**config.mk**
```make
export PLATFORM = sky130hd
export DESIGN_NAME = uart_8n1_transceiver_top
export DESIGN_NICKNAME = d
export VERILOG_FILES = /design/src/rtl/u8n1_pkg.sv /design/src/rtl/u8n1_tx.sv /design/src/rtl/u8n1_rx.sv /design/src/rtl/uart_8n1_transceiver_top.sv
export SDC_FILE = /design/constraint.sdc
export NUM_CORES = 1
export LEC_CHECK = 0
export BUFFER_PORTS_ARGS = -buffer_cell sky130_fd_sc_hd__buf_2
export CAP_MARGIN = 10
export CORE_UTILIZATION = 55
export CTS_CLUSTER_SIZE = 25
export DETAILED_ROUTE_END_ITERATION = 6
export PLACE_DENSITY_LB_ADDON = 0.12
export SLEW_MARGIN = 5
export SYNTH_ARGS = -nofsm -noshare
export SYNTH_HDL_FRONTEND = slang
export SYNTH_SLANG_ARGS = --single-unit
```
**constraint.sdc**
```tcl
create_clock -name clk -period 5.87 [get_ports clk]
set_clock_uncertainty 0.2 [all_clocks]
set_input_delay 1.174 -clock clk [delete_from_list [all_inputs] [get_ports clk]]
set_output_delay 1.174 -clock clk [all_outputs]
set_load 0.02 [all_outputs]
```
**src/rtl/u8n1_pkg.sv**
```systemverilog
// Shared types and constants for the tick-driven 8N1 UART transceiver.
`default_nettype none

package u8n1_pkg;

  // Default build values.
  localparam int DATA_BITS_DEF   = 8;
  localparam int PERIOD_BITS_DEF = 16;

  // Fixed field and bus widths.
  localparam int BYTE_W      = 8;
  localparam int CFG_W       = 16;
  localparam int IN_TDATA_W  = 16;
  localparam int OUT_TDATA_W = 16;

  // Bit period after reset.
  localparam logic [CFG_W-1:0] BIT_PERIOD_RST = 16'd104;

  // Per-tick transmitter result.
  typedef struct packed {
    logic level;
    logic accepted;
    logic busy;
  } tx_res_t;

  // Per-tick receiver result.
  typedef struct packed {
    logic              valid;
    logic [BYTE_W-1:0] data;
  } rx_res_t;

endpackage : u8n1_pkg

`default_nettype wire

```
**src/rtl/u8n1_tx.sv**
```systemverilog
// Transmit frame sequencer: start bit, data bits LSB first, stop bit.
`default_nettype none

module u8n1_tx #(
  parameter int DATA_BITS   = 8,
  parameter int PERIOD_BITS = 16
) (
  input  wire logic                       clk,
  input  wire logic                       rst_n,
  input  wire logic                       en,
  input  wire logic [PERIOD_BITS-1:0]     period,
  input  wire logic                       req,
  input  wire logic [u8n1_pkg::BYTE_W-1:0] req_byte,
  output u8n1_pkg::tx_res_t               res
);
  import u8n1_pkg::*;

  localparam int PH_W = $clog2(DATA_BITS + 3);
  localparam logic [PH_W-1:0] PH_IDLE       = PH_W'(0);
  localparam logic [PH_W-1:0] PH_START      = PH_W'(1);
  localparam logic [PH_W-1:0] PH_FIRST_DATA = PH_W'(2);
  localparam logic [PH_W-1:0] PH_LAST_DATA  = PH_W'(DATA_BITS + 1);
  localparam logic [PH_W-1:0] PH_STOP       = PH_W'(DATA_BITS + 2);

  logic [PH_W-1:0]        phase_r, phase_nxt, cur_phase;
  logic [PERIOD_BITS-1:0] timer_r, timer_nxt, cur_timer;
  logic [BYTE_W-1:0]      shift_r, shift_nxt, cur_shift;
  logic [PERIOD_BITS:0]   timer_inc;
  logic [PH_W-1:0]        bit_idx;

  // Next-state and line level for this tick.
  always_comb begin
    cur_phase    = phase_r;
    cur_timer    = timer_r;
    cur_shift    = shift_r;
    res.level    = 1'b1;
    res.accepted = 1'b0;
    res.busy     = 1'b0;
    bit_idx      = cur_phase - PH_FIRST_DATA;
    timer_inc    = '0;
    phase_nxt    = phase_r;
    timer_nxt    = timer_r;

    // A request is taken only when idle; the start bit goes out at once.
    if (phase_r == PH_IDLE && req) begin
      cur_phase    = PH_START;
      cur_timer    = '0;
      cur_shift    = req_byte;
      res.accepted = 1'b1;
    end
    bit_idx = cur_phase - PH_FIRST_DATA;

    if (cur_phase != PH_IDLE) begin
      res.busy = 1'b1;
      if (cur_phase == PH_START) begin
        res.level = 1'b0;
      end else if (cur_phase <= PH_LAST_DATA) begin
        // Bits beyond the byte are sent as zero on wide frames.
        res.level = (32'(bit_idx) < 32'd8) ? cur_shift[bit_idx[2:0]] : 1'b0;
      end
      timer_inc = {1'b0, cur_timer} + (PERIOD_BITS+1)'(1);
      if (timer_inc >= {1'b0, period}) begin
        timer_nxt = '0;
        phase_nxt = (cur_phase == PH_STOP) ? PH_IDLE : cur_phase + PH_W'(1);
      end else begin
        timer_nxt = timer_inc[PERIOD_BITS-1:0];
        phase_nxt = cur_phase;
      end
    end
    shift_nxt = cur_shift;
  end

  // State registers advance once per processed tick.
  always_ff @(posedge clk) begin
    if (!rst_n) begin
      phase_r <= PH_IDLE;
      timer_r <= '0;
      shift_r <= '0;
    end else if (en) begin
      phase_r <= phase_nxt;
      timer_r <= timer_nxt;
      shift_r <= shift_nxt;
    end
  end

endmodule : u8n1_tx

`default_nettype wire

```
**src/rtl/u8n1_rx.sv**
```systemverilog
// Receive sampler: start detect, mid-bit sampling, delayed byte delivery.
`default_nettype none

module u8n1_rx #(
  parameter int DATA_BITS   = 8,
  parameter int PERIOD_BITS = 16
) (
  input  wire logic                   clk,
  input  wire logic                   rst_n,
  input  wire logic                   en,
  input  wire logic [PERIOD_BITS-1:0] period,
  input  wire logic                   rx_level,
  output u8n1_pkg::rx_res_t           res
);
  import u8n1_pkg::*;

  localparam int PH_W = $clog2(DATA_BITS + 3);
  localparam int RT_W = PERIOD_BITS + 1;
  localparam logic [PH_W-1:0] PH_IDLE      = PH_W'(0);
  localparam logic [PH_W-1:0] PH_FIRST     = PH_W'(1);
  localparam logic [PH_W-1:0] PH_LAST_DATA = PH_W'(DATA_BITS);

  logic [PH_W-1:0]   phase_r, phase_nxt;
  logic [RT_W-1:0]   timer_r, timer_nxt, timer_dec;
  logic [BYTE_W-1:0] shift_r, shift_nxt;
  logic [RT_W-1:0]   reload_long;
  logic [PH_W-1:0]   bit_idx;

  // One and a half periods, used for the first sample and for delivery.
  assign reload_long = RT_W'(period) + RT_W'(period >> 1);
  assign bit_idx     = phase_r - PH_FIRST;
  assign timer_dec   = (timer_r != '0) ? timer_r - RT_W'(1) : timer_r;

  always_comb begin
    phase_nxt = phase_r;
    timer_nxt = timer_r;
    shift_nxt = shift_r;
    res.valid = 1'b0;
    res.data  = '0;

    if (phase_r == PH_IDLE) begin
      // A low line while idle starts a frame.
      if (!rx_level) begin
        phase_nxt = PH_FIRST;
        shift_nxt = '0;
        timer_nxt = reload_long;
      end
    end else begin
      timer_nxt = timer_dec;
      if (timer_dec == '0) begin
        if (phase_r <= PH_LAST_DATA) begin
          // Sample one data bit; bits beyond the byte are dropped.
          if (rx_level && 32'(bit_idx) < 32'd8) begin
            shift_nxt[bit_idx[2:0]] = 1'b1;
          end
          phase_nxt = phase_r + PH_W'(1);
          timer_nxt = (phase_r < PH_LAST_DATA) ? RT_W'(period) : reload_long;
        end else begin
          res.valid = 1'b1;
          res.data  = shift_r;
          phase_nxt = PH_IDLE;
        end
      end
    end
  end

  always_ff @(posedge clk) begin
    if (!rst_n) begin
      phase_r <= PH_IDLE;
      timer_r <= '0;
      shift_r <= '0;
    end else if (en) begin
      phase_r <= phase_nxt;
      timer_r <= timer_nxt;
      shift_r <= shift_nxt;
    end
  end

endmodule : u8n1_rx

`default_nettype wire

```
**src/rtl/uart_8n1_transceiver_top.sv**
```systemverilog
// A result reaches out_tdata via the input register and then the output register.
// One tick per cycle unless out_tready stalls; the input register feeds the transmit
// and receive next-state logic, which loads the output register in one pass.
// The output register lets a new request enter while a result waits to be taken.
// Reset (rst_n low, synchronous) idles both directions and sets bit_period to 104.
`default_nettype none

module uart_8n1_transceiver_top #(
  parameter int DATA_BITS   = u8n1_pkg::DATA_BITS_DEF,
  parameter int PERIOD_BITS = u8n1_pkg::PERIOD_BITS_DEF
) (
  input  wire logic                             clk,
  input  wire logic                             rst_n,
  // Configuration: bit_period.
  input  wire logic                             cfg_valid,
  output      logic                             cfg_ready,
  input  wire logic [u8n1_pkg::CFG_W-1:0]       cfg_data,
  // Tick requests.
  input  wire logic                             in_tvalid,
  output      logic                             in_tready,
  // [0] rx_level, [1] send_request, [9:2] send_byte, [15:10] zero
  input  wire logic [u8n1_pkg::IN_TDATA_W-1:0]  in_tdata,
  // Tick results.
  output      logic                             out_tvalid,
  input  wire logic                             out_tready,
  // [0] tx_level, [1] send_accepted, [2] tx_busy, [3] rx_valid,
  // [11:4] rx_data, [12] line_busy, [15:13] zero
  output      logic [u8n1_pkg::OUT_TDATA_W-1:0] out_tdata
);
  import u8n1_pkg::*;

  logic                   s1_valid_r;
  logic                   s1_rx_level_r;
  logic                   s1_req_r;
  logic [BYTE_W-1:0]      s1_byte_r;
  logic [CFG_W-1:0]       bit_period_r;
  logic                   out_valid_r;
  logic [OUT_TDATA_W-1:0] out_data_r, out_data_nxt;
  logic                   advance;
  logic [31:0]            period_wide;
  logic [PERIOD_BITS-1:0] period_raw, period;
  tx_res_t                tx_res;
  rx_res_t                rx_res;

  assign cfg_ready  = 1'b1;
  assign advance    = s1_valid_r && (!out_valid_r || out_tready);
  assign in_tready  = !s1_valid_r || advance;
  assign out_tvalid = out_valid_r;
  assign out_tdata  = out_data_r;

  // Only the low PERIOD_BITS bits count; a zero period acts as one.
  assign period_wide = {16'b0, bit_period_r};
  assign period_raw  = period_wide[PERIOD_BITS-1:0];
  assign period      = (period_raw == '0) ? PERIOD_BITS'(1) : period_raw;

  // Configuration register.
  always_ff @(posedge clk) begin
    if (!rst_n) begin
      bit_period_r <= BIT_PERIOD_RST;
    end else if (cfg_valid && cfg_ready) begin
      bit_period_r <= cfg_data;
    end
  end

  // Input register.
  always_ff @(posedge clk) begin
    if (!rst_n) begin
      s1_valid_r <= 1'b0;
    end else if (in_tready) begin
      s1_valid_r <= in_tvalid;
    end
  end

  always_ff @(posedge clk) begin
    if (in_tvalid && in_tready) begin
      s1_rx_level_r <= in_tdata[0];
      s1_req_r      <= in_tdata[1];
      s1_byte_r     <= in_tdata[9:2];
    end
  end

  u8n1_tx #(
    .DATA_BITS  (DATA_BITS),
    .PERIOD_BITS(PERIOD_BITS)
  ) u_tx (
    .clk     (clk),
    .rst_n   (rst_n),
    .en      (advance),
    .period  (period),
    .req     (s1_req_r),
    .req_byte(s1_byte_r),
    .res     (tx_res)
  );

  u8n1_rx #(
    .DATA_BITS  (DATA_BITS),
    .PERIOD_BITS(PERIOD_BITS)
  ) u_rx (
    .clk     (clk),
    .rst_n   (rst_n),
    .en      (advance),
    .period  (period),
    .rx_level(s1_rx_level_r),
    .res     (rx_res)
  );

  // Pack the result fields, highest field first.
  assign out_data_nxt = {3'b000, ~s1_rx_level_r, rx_res.data, rx_res.valid,
                         tx_res.busy, tx_res.accepted, tx_res.level};

  // Output register.
  always_ff @(posedge clk) begin
    if (!rst_n) begin
      out_valid_r <= 1'b0;
    end else if (advance) begin
      out_valid_r <= 1'b1;
    end else if (out_tready) begin
      out_valid_r <= 1'b0;
    end
  end

  always_ff @(posedge clk) begin
    if (advance) begin
      out_data_r <= out_data_nxt;
    end
  end

endmodule : uart_8n1_transceiver_top

`default_nettype wire
```
==> results.md, run 1 <==
* CP required at 5.95 ns
* Async SR Flop Fraction at 0
* Internal power at around 1.2 mW
* Placeable core area at 11500 µm²
* Sequential share of the synthesized area at 0.333
* Hold Crit Class: flop to flop
* Total track usage at 0.276
* Layout cell share with drive strength beyond 1 at 0.101
* PortBufs at 45
* Via/cell ratio at 6.10
* Final Hold Violating Endpoints at 0
* Total Wirelength at 16600 µm
* CP top delay family: simple AND/OR/NAND/NOR gates
* Pleak at 2.91 nW
* DRT antenna net count at 0
* Fmax at 0.207 GHz
* I/O pin total at 56
* Largest area contributor in the netlist: dfxtp_1
* Std cell rows at 39
* Commonest non-fill, non-tap cells in the layout: nand2_1, nor2_1, dfxtp_1, a21oi_1, ha_1
* Avg Cell Area, Syn at 8.20 µm²
* Logic pwr share at 0.270
* Final setup fails at 0
* Synth Warn # at 0
* Critical path depth at 17
* FF-to-FF path depth at 17
* Fin nets at about 900
* R2r endpoint: u_tx.timer_r[14]$_SDFFE_PN0P_
* Synth Instances at ~800
* Synthesized area at approximately 6600 µm²
* Starting DRT DRC Count at about 580
* Synth-to-Final Area Change at 7.61%
* Clk Latency, worst-skew pair at 0.35 ns
* CTS tree: yes
* Maximum vdd drop at 158 µV
* Dpl ws at 1.14 ns
* H-tree Lvls at 3
* WL/cell at ~17 µm
* Critical Path Sink Type: flop
* # diodes at 0
* Sequential power share at 0.425
* Reg2reg start: u_tx.phase_r[1]$_SDFFE_PN0P_
* Net Switching at 0.589 mW
* Worst path cell trace: nor4b_4 > nand2b_2 > and2_1 > ha_1 > and2_1 > nand2_1 > xor2_1 > nor2_1 > ha_1 > a21o_1 > a21o_1 > a2111oi_0 > a211oi_1 > nor3_2 > buf_4 > or4b_1 > a21oi_1
* Most common cell after layout, fill and taps aside: nand2_1
* Crit path DAT at 4.92 ns
* # resized after CTS at 0
* Initial Util at 0.571
* Final worst path period need at approximately 4.8 ns
* Clock Power Share at 0.305
* Maximum number of pins on one net before global-route repair at 56
* DIE AREA at 12400 µm²
* Worst-case clock buffer depth at 2
* Crit path from: u_tx.phase_r[1]$_SDFFE_PN0P_
* Switching part of the total power at 0.334
* Failing checks: design-rule violations
* Max stage delay on crit path at between 0.6 and 0.7 ns
* Drt pass-1 iters at 7
* Vias at 5889
* Vert. Die Dim at ~110 µm
* Netlist cell types at between 70 and 80
* Cts bufs inserted at 9
* Ys flop type: dfxtp_1
* Die Span X at 111 µm
* Total gr overflow at 0
* Postcts setup bufs at 0
* RSZ-0062 raised after global routing: no
* Flop-to-flop setup slack at about 1.0 ns
* Synth top area share at 0.228
* Slew headroom at 0.193
* Initial antenna violation count at 0
* Crit path kind: flop to flop
* MaxCap Viol Count at 0
* Final GP Congestion at between 0.9 and 1
* Max-slew violation count at 0
* Post-CTS Hold Fix Bufs at 0
* CTS Root Buffer Type: clkbuf_16
* Number of synthesized flops with an enable pin at 23
* Worst setup margin at a little over 1 ns
* First-pass GRT wire length at 27500 µm
* Total Power at roughly 1.8 mW
* WP buf/inv at 1
* Critical Path End: u_tx.timer_r[14]$_SDFFE_PN0P_
* Status: complete, but fails checks
* Top cells by area, synth: dfxtp_1, edfxtp_1, ha_1, nand2_1, a21oi_1
* Residual DRC at 12
* Period utilization at 0.824
* WHS at 0.256 ns
* DP HPWL at between 10000 and 15000 µm
* Final core utilization at 0.615
* Vias in the first global route at 5632
* Reg clk slew, reported paths at 0.07 ns
* Crit-path slowest cell: nor4b_4
* CTS Sinks at 98
* Synth Register Bits at 98
* Setup TNS at 0 ns
* Max FO, Critical Path at 24
* Measured slew at the worst slew-check pin at between 1 and 1.5 ns
* Worst setup SP type: flop
* HP Start: u_tx.shift_r[2]$_SDFFE_PN0P_
* PwrDens at around 250 nW/µm²
[sequential cells by signal, indices dropped and copies added, names as in the netlist, 4 cells and up]
signal / count
u_rx.phase_r: 4
out_tdata: 13
u_tx.shift_r: 8
u_rx.timer_r: 17
u_tx.timer_r: 16
u_tx.phase_r: 4
s1_byte_r: 8
u_rx.shift_r: 8
bit_period_r: 16
[power by group through the flow]
| stage | logic (mW) | clock network [mW] | registers, mW |
|---|---|---|---|
| floorplan | 0.364 | 0 | 0.757 |
| global placement | 0.455 | 0 | 0.762 |
| detailed placement | 0.464 | 0 | 0.764 |
| CTS | 0.468 | 0.548 | 0.749 |
| global route | 0.521 | 0.573 | 0.753 |
| finish | 0.477 | 0.539 | 0.749 |
[per-layer routing]
layer,track usage,vias to the layer above,share of wire
met1,0.375,2708,0.45
met3,0.0539,30,0.076
met5,0,-,0
li1,-,2885,-
met2,0.429,266,0.45
met4,0.120,0,0.024
[tightest hold or removal path, cell delays in order, from the launching register on]
cell and delay, ns:
dfxtp_1 0.31, nand2_1 0.05, a21oi_1 0.05
[cell type report]
| class | instances | area (µm²) |
|---|---|---|
| fill | 1024 | 4440 |
| multi-input combinational | 615 | 4020 |
| sequential | 98 | 2190 |
| timing repair buffer | 49 | 255 |
| clock buffer | 11 | 233 |
| tap | 143 | 179 |
| inverter | 45 | 169 |
| clock inverter | 4 | 30.0 |
[synthesized netlist by cell type, drive strengths merged (7+ instances only)]
cell / n
nand2: 94
nor2: 79
dfxtp: 75
a21oi: 68
ha: 46
inv: 44
nand3: 35
o21ai: 35
clkbuf: 31
edfxtp: 23
nor3: 22
xor2: 20
mux2i: 19
xnor2: 18
and2: 15
buf: 15
nand2b: 10
o22ai: 10
a31oi: 9
and3: 9
nand4: 9
a211oi: 8
a21o: 8
o211ai: 7
[metrics by stage]
stage | instance area [µm²] | instances
final | 7080 | 965
after global routing | 7080 | 965
after CTS | 7080 | 965
after detailed placement | 6820 | 950
after global placement | 6820 | 950
after floorplan | 6590 | 804
[cell families (layout without fill, tap and decap cells)]
family,count (synthesis),count (layout),share of synthesized area
AO/OA/AOI/OAI,196,196,0.192
XOR/XNOR,38,38,0.0517
adder cells (fa/ha/maj),48,48,0.0922
buffers and inverters,91,109,0.0567
flip-flops,98,98,0.333
multiplexers,20,20,0.0342
other,2,4,0.00114
AND/OR/NAND/NOR,309,309,0.239
[worst min-delay path by stage]
stage	endpoint	cells past startpoint
5_1_grt	u_tx.shift_r[6]$_SDFFE_PN0P_	2
6_report	u_tx.shift_r[2]$_SDFFE_PN0P_	2
4_1_cts	u_tx.shift_r[2]$_SDFFE_PN0P_	2
2_1_floorplan	u_rx.shift_r[1]$_SDFFE_PN0P_	2
3_3_place_gp	u_rx.shift_r[5]$_SDFFE_PN0P_	2
3_5_place_dp	u_tx.shift_r[2]$_SDFFE_PN0P_	2
No activity file was read; power rests on OpenSTA's default activity.
==> run 2: changes to the inputs <==
clock period = 4.7 ns   (was 5.87 ns; I/O delays follow)
==> results.md, run 2 (synthesized netlist as in run 1, its figures left out) <==
* Status: complete, but fails checks
* Failing checks: design-rule violations
* PortBufs at 45 (unchanged)
* Dpl ws at 0.415 ns (-0.728 ns)
* Flop-to-flop setup slack at 0.39 ns (-0.64 ns)
* PwrDens at 312 nW/µm² (+25%)
* Hold path depth at 2 (unchanged)
* WP buf/inv at 1 (unchanged)
* Worst path cell trace: nor4b_4 > nand2b_2 > and2_1 > ha_1 > and2_1 > nand2_1 > xnor2_1 > nor2_1 > ha_1 > a21o_1 > a2111oi_0 > a211oi_1 > nor3_2 > buf_4 > or4b_1 > a21oi_1
* WL/cell at 17.5 µm (+1.3%)
* RSZ-0062 raised after global routing: no
* HP Start: u_tx.shift_r[6]$_SDFFE_PN0P_
* Worst setup margin at 0.393 ns (-0.638 ns)
* Most common cell after layout, fill and taps aside: nand2_1
* CTS Root Buffer Type: clkbuf_16
* Max stage delay on crit path at 0.45 ns (-0.20 ns)
* Initial antenna violation count at 0 (unchanged)
* Hold Crit Class: flop to flop
* Vias at 5957 (+1.2%)
* Synth-to-Final Area Change at 8.75%
* Max FO, Critical Path at 10 (-58%)
* Maximum number of pins on one net before global-route repair at 56 (unchanged)
* Layout cell share with drive strength beyond 1 at 0.112 (+0.0109)
* Std cell rows at 39 (unchanged)
* Worst setup SP type: flop
* CP required at 4.78 ns (-1.17 ns)
* Maximum vdd drop at 245 µV (+55%)
* I/O pin total at 56 (unchanged)
* Reg2reg start: u_tx.phase_r[1]$_SDFFE_PN0P_
* Final Hold Violating Endpoints at 0 (unchanged)
* # diodes at 0 (unchanged)
* Final worst path period need at 4.31 ns (-0.532 ns)
* DRT antenna net count at 0 (unchanged)
* Final GP Congestion at 0.935 (-2.7%)
* Crit path DAT at 4.39 ns (-0.53 ns)
* Crit path kind: flop to flop
* Via/cell ratio at 6.12 (+0.22%)
* Initial Util at 0.571 (unchanged)
* Slew headroom at 0.161 (-0.0324)
* Period utilization at 0.916 (+0.0920)
* Commonest non-fill, non-tap cells in the layout: nand2_1, nor2_1, dfxtp_1, a21oi_1, ha_1
* Vias in the first global route at 5804 (+3.1%)
* Pleak at 2.95 nW (+1.3%)
* DIE AREA at 12400 µm² (unchanged)
* R2r endpoint: u_tx.timer_r[14]$_SDFFE_PN0P_
* Final core utilization at 0.621 (+0.00652)
* Placeable core area at 11500 µm² (unchanged)
* Drt pass-1 iters at 7 (unchanged)
* Worst hold path endpoint: u_tx.shift_r[6]$_SDFFE_PN0P_
* Total Wirelength at 17000 µm (+2.3%)
* Starting DRT DRC Count at 487 (-15%)
* Total Power at 2.23 mW (+26%)
* Fmax at 0.232 GHz (+12%)
* CTS Sinks at 98 (unchanged)
* FF-to-FF path depth at 16 (-1)
* First-pass GRT wire length at 28300 µm (+2.9%)
* Critical Path Sink Type: flop
* Vert. Die Dim at 111 µm (unchanged)
* Max-slew violation count at 0 (unchanged)
* Total gr overflow at 0 (unchanged)
* CTS tree: yes
* DP HPWL at 12600 µm (+2.7%)
* Cell area after layout at 7150 µm² (+1.1%)
* Residual DRC at 12 (unchanged)
* Measured slew at the worst slew-check pin at 1.26 ns (+0.0487 ns)
* Worst-case clock buffer depth at 2 (unchanged)
* Clk Latency, worst-skew pair at 0.35 ns (about the same)
* Filler cells at 1019 (-0.49%)
* Post-CTS Hold Fix Bufs at 0 (unchanged)
* Largest regs: u_rx.timer_r x17, bit_period_r x16, u_tx.timer_r x16
* Biggest register: u_rx.timer_r
* MaxCap Viol Count at 0 (unchanged)
* Crit-path slowest cell: or4b_1
* Max reg flops at 17 (unchanged)
* H-tree Lvls at 3 (unchanged)
* Reg clk slew, reported paths at 0.07 ns (about the same)
* Final setup fails at 0 (unchanged)
* DP Area at 6880 µm² (+0.99%)
* Total track usage at 0.284 (+0.00811)
* Fin nets at 911 (+1.0%)
* Cts bufs inserted at 9 (unchanged)
* Die Span X at 111 µm (unchanged)
* Setup TNS at 0 ns (unchanged)
* CP top delay family: simple AND/OR/NAND/NOR gates
* Crit path from: u_tx.phase_r[1]$_SDFFE_PN0P_
run 2: cell count changes in the layout (fill, tap and decap cells not counted), sizes merged:
| cell | before | now |
|---|---|---|
| clkbuf | 11 | 10 |
| inv | 44 | 45 |
| clkinv | 4 | 2 |
| buf | 49 | 58 |
| clkinvlp | 1 | 3 |
run 2: repair_timing:
| action | CTS | global route |
|---|---|---|
| endpoints found under the setup margin | 0 | 1 |
| gates resized for setup | 0 | 1 |
| buffers inserted | 0 | 0 |
run 2: worst min-delay path, stage by stage (launching register included):
cell and delay (ns):
dfxtp_1 0.31, nand2_1 0.05, a21oi_1 0.05
run 2: layout make-up:
type,instances,area [µm²],share of cell area
Tap cell,143,179,0.0250
Multi-Input combinational cell,615,4020,0.562
Clock inverter,5,40.0,0.00560
Timing Repair Buffer,58,323,0.0451
Clock buffer,10,229,0.0320
Inverter,45,169,0.0236
Sequential cell,98,2190,0.306
run 2: worst max path at each step:
stage                     cells after the start                             to  slack (ns)
after floorplan                              17  u_tx.timer_r[14]$_SDFFE_PN0P_        0.63
after global routing                         18  u_tx.timer_r[14]$_SDFFE_PN0P_        0.05
after CTS                                    18  u_tx.timer_r[14]$_SDFFE_PN0P_        0.40
final                                        16  u_tx.timer_r[14]$_SDFFE_PN0P_        0.39
after detailed placement                     18  u_tx.timer_r[14]$_SDFFE_PN0P_        0.42
after global placement                       18  u_tx.timer_r[14]$_SDFFE_PN0P_        0.48
run 2: per-layer routing:
metal / global-route usage / routed length [µm] / vias to the layer above
met2: 0.461 / 7940 / 198
li1: - / - / 2907
met4: 0.113 / 326 / 0
met3: 0.0550 / 1160 / 30
met1: 0.374 / 7580 / 2822
met5: 0 / 0 / -
run 2: report_power, final:
group	internal, mW	switching [mW]
logic	0.220	0.386
clock network	0.359	0.333
registers	0.897	0.0372
run 2: through the flow:
| stage | std cells | hold WS (ns) |
|---|---|---|
| 5_1_grt | 974 | 0.282 |
| 4_1_cts | 974 | 0.263 |
| 2_1_floorplan | 804 | 0.228 |
| 6_report | 974 | 0.263 |
| 3_5_place_dp | 959 | 0.254 |
| 3_3_place_gp | 959 | 0.244 |
==> run 3: changes to the inputs <==
CORE_ASPECT_RATIO = 0.9   (was default)
==> results.md, run 3 (synthesized netlist as in run 1, its figures left out) <==
* DRT antenna net count at 0 (unchanged)
* Crit path from: u_tx.phase_r[1]$_SDFFE_PN0P_
* PortBufs at 45 (unchanged)
* H-tree Lvls at 3 (unchanged)
* Final setup fails at 0 (unchanged)
* Vert. Die Dim at 106 µm (-5.0%)
* Pleak at 2.96 nW (+0.44%)
* Vias in the first global route at 5593 (-3.6%)
* Vias at 5943 (-0.24%)
* Biggest register: u_rx.timer_r
* I/O pin total at 56 (unchanged)
* MaxCap Viol Count at 0 (unchanged)
* Crit path kind: flop to flop
* Period utilization at 0.913 (-0.00372)
* R2r endpoint: u_tx.phase_r[0]$_SDFFE_PN0P_
* DIE AREA at 12400 µm² (about the same)
* Synth-to-Final Area Change at 9.13%
* Initial Util at 0.571 (about the same)
* Starting DRT DRC Count at 540 (+11%)
* Clk Latency, worst-skew pair at 0.36 ns (about the same)
* Fin nets at 908 (-0.33%)
* Fmax at 0.233 GHz (+0.41%)
* Total Wirelength at 16600 µm (-2.2%)
* Final Hold Violating Endpoints at 0 (unchanged)
* Final GP Congestion at 0.912 (-2.4%)
* Commonest non-fill, non-tap cells in the layout: nand2_1, nor2_1, dfxtp_1, a21oi_1, ha_1
* Critical Path Sink Type: flop
* Post-CTS Hold Fix Bufs at 0 (unchanged)
* CP required at 4.75 ns (-0.03 ns)
* Crit path DAT at 4.34 ns (-0.05 ns)
* Total track usage at 0.288 (+0.00333)
* Measured slew at the worst slew-check pin at 1.12 ns (-0.139 ns)
* Initial antenna violation count at 0 (unchanged)
* CTS Sinks at 98 (unchanged)
* Drt pass-1 iters at 7 (unchanged)
* Max-slew violation count at 0 (unchanged)
* Std cell rows at 37 (-5.1%)
* Maximum vdd drop at 276 µV (+13%)
* DP Area at 6880 µm² (about the same)
* Flop-to-flop setup slack at 0.41 ns (+0.02 ns)
* Maximum number of pins on one net before global-route repair at 56 (unchanged)
* PwrDens at 319 nW/µm² (+2.2%)
* Via/cell ratio at 6.03 (-1.3%)
* Layout cell share with drive strength beyond 1 at 0.111 (-0.000936)
* CTS tree: yes
* Residual DRC at 0 (-12)
* Hold Crit Class: flop to flop
* Total gr overflow at 0 (unchanged)
* Max FO, Critical Path at 16 (+6)
* Die Span X at 117 µm (+5.3%)
* Worst setup SP type: flop
* Largest regs: u_rx.timer_r x17, bit_period_r x16, u_tx.timer_r x16
* WL/cell at 16.9 µm (-3.2%)
* Final worst path period need at 4.29 ns (-0.0175 ns)
* Reg clk slew, reported paths at 0.08 ns (about the same)
* Final core utilization at 0.623 (+0.00156)
* RSZ-0062 raised after global routing: no
* DP HPWL at 12500 µm (-1.1%)
* CTS Root Buffer Type: clkbuf_16
* Setup TNS at 0 ns (unchanged)
* Critical Path End: u_tx.phase_r[0]$_SDFFE_PN0P_
* # resized after CTS at 0 (unchanged)
* # diodes at 0 (unchanged)
* Total Power at 2.29 mW (+2.6%)
* Status: completed
* Most common cell after layout, fill and taps aside: nand2_1
* First-pass GRT wire length at 27700 µm (-2.2%)
* FF-to-FF path depth at 17 (+1)
* Worst setup margin at 0.410 ns (+0.0175 ns)
* Reg2reg start: u_tx.phase_r[1]$_SDFFE_PN0P_
* Filler cells at 1039 (+2.0%)
* Dpl ws at 0.474 ns (+0.0582 ns)
* Slew headroom at 0.254 (+0.0927)
* Max reg flops at 17 (unchanged)
* Worst-case clock buffer depth at 2 (unchanged)
* Cell area after layout at 7180 µm² (+0.35%)
* Postcts setup bufs at 0 (unchanged)
* Placeable core area at 11500 µm² (about the same)
* Cts bufs inserted at 9 (unchanged)
-- run 3: changes by cell type in the layout (fill, tap and decap cells not counted) --
cell        change
inv_8           +3
buf_4           -3
a2111oi_1       -1
a2111oi_0       +1
clkbuf_1        -1
clkinvlp_4      -3
clkinv_8        +1
inv_6           +1
-- run 3: per-layer routing --
layer / track usage / up-vias / share of wire
met5: 0 / - / 0
met3: 0.0506 / 29 / 0.068
met1: 0.408 / 2782 / 0.47
li1: - / 2902 / -
met4: 0.0823 / 0 / 0.018
met2: 0.444 / 230 / 0.44
-- run 3: area by class of cell --
type | count | area [µm²] | share of cell area
clock buffers | 9 | 225 | 0.0314
clock inverters | 7 | 76.3 | 0.0106
inverters | 45 | 169 | 0.0235
multi-input cells | 615 | 4020 | 0.560
flip-flops and latches | 98 | 2190 | 0.305
well taps | 156 | 195 | 0.0272
repair buffers | 55 | 300 | 0.0418
-- run 3: how the worst min path moves through the flow --
stage,start,to,slack (ns),depth (start not counted)
floorplan,u_rx.shift_r[1]$_SDFFE_PN0P_,u_rx.shift_r[1]$_SDFFE_PN0P_,0.23,2
global placement,u_rx.shift_r[1]$_SDFFE_PN0P_,u_rx.shift_r[1]$_SDFFE_PN0P_,0.24,2
detailed placement,u_rx.shift_r[7]$_SDFFE_PN0P_,u_rx.shift_r[7]$_SDFFE_PN0P_,0.25,2
CTS,u_tx.shift_r[3]$_SDFFE_PN0P_,u_tx.shift_r[3]$_SDFFE_PN0P_,0.27,2
global route,u_tx.shift_r[1]$_SDFFE_PN0P_,u_tx.shift_r[1]$_SDFFE_PN0P_,0.29,2
finish,u_tx.shift_r[6]$_SDFFE_PN0P_,u_tx.shift_r[6]$_SDFFE_PN0P_,0.26,2
-- run 3: metrics by stage --
stage / instances / hold WS (ns)
CTS: 985 / 0.266
floorplan: 804 / 0.228
global placement: 969 / 0.244
global route: 985 / 0.287
detailed placement: 969 / 0.251
finish: 985 / 0.264
-- run 3: critical path, cell delays in order (launching register included) --
cell       delay, ns
dfxtp_1         0.42
nor4b_4         0.35
nand2b_2        0.16
and2_1          0.23
ha_1            0.22
and2_1          0.21
nand2_1         0.10
xor2_1          0.14
nor2_1          0.09
ha_1            0.20
a21o_1          0.15
a21o_1          0.17
a2111oi_0       0.48
a211oi_1        0.16
nor3_2          0.26
buf_4           0.26
nor2_1          0.07
a2111oi_1       0.29
-- run 3: power by group --
group	internal [mW]	switching (mW)
Sequential	0.896	0.0374
Combinational	0.218	0.384
Clock	0.380	0.374
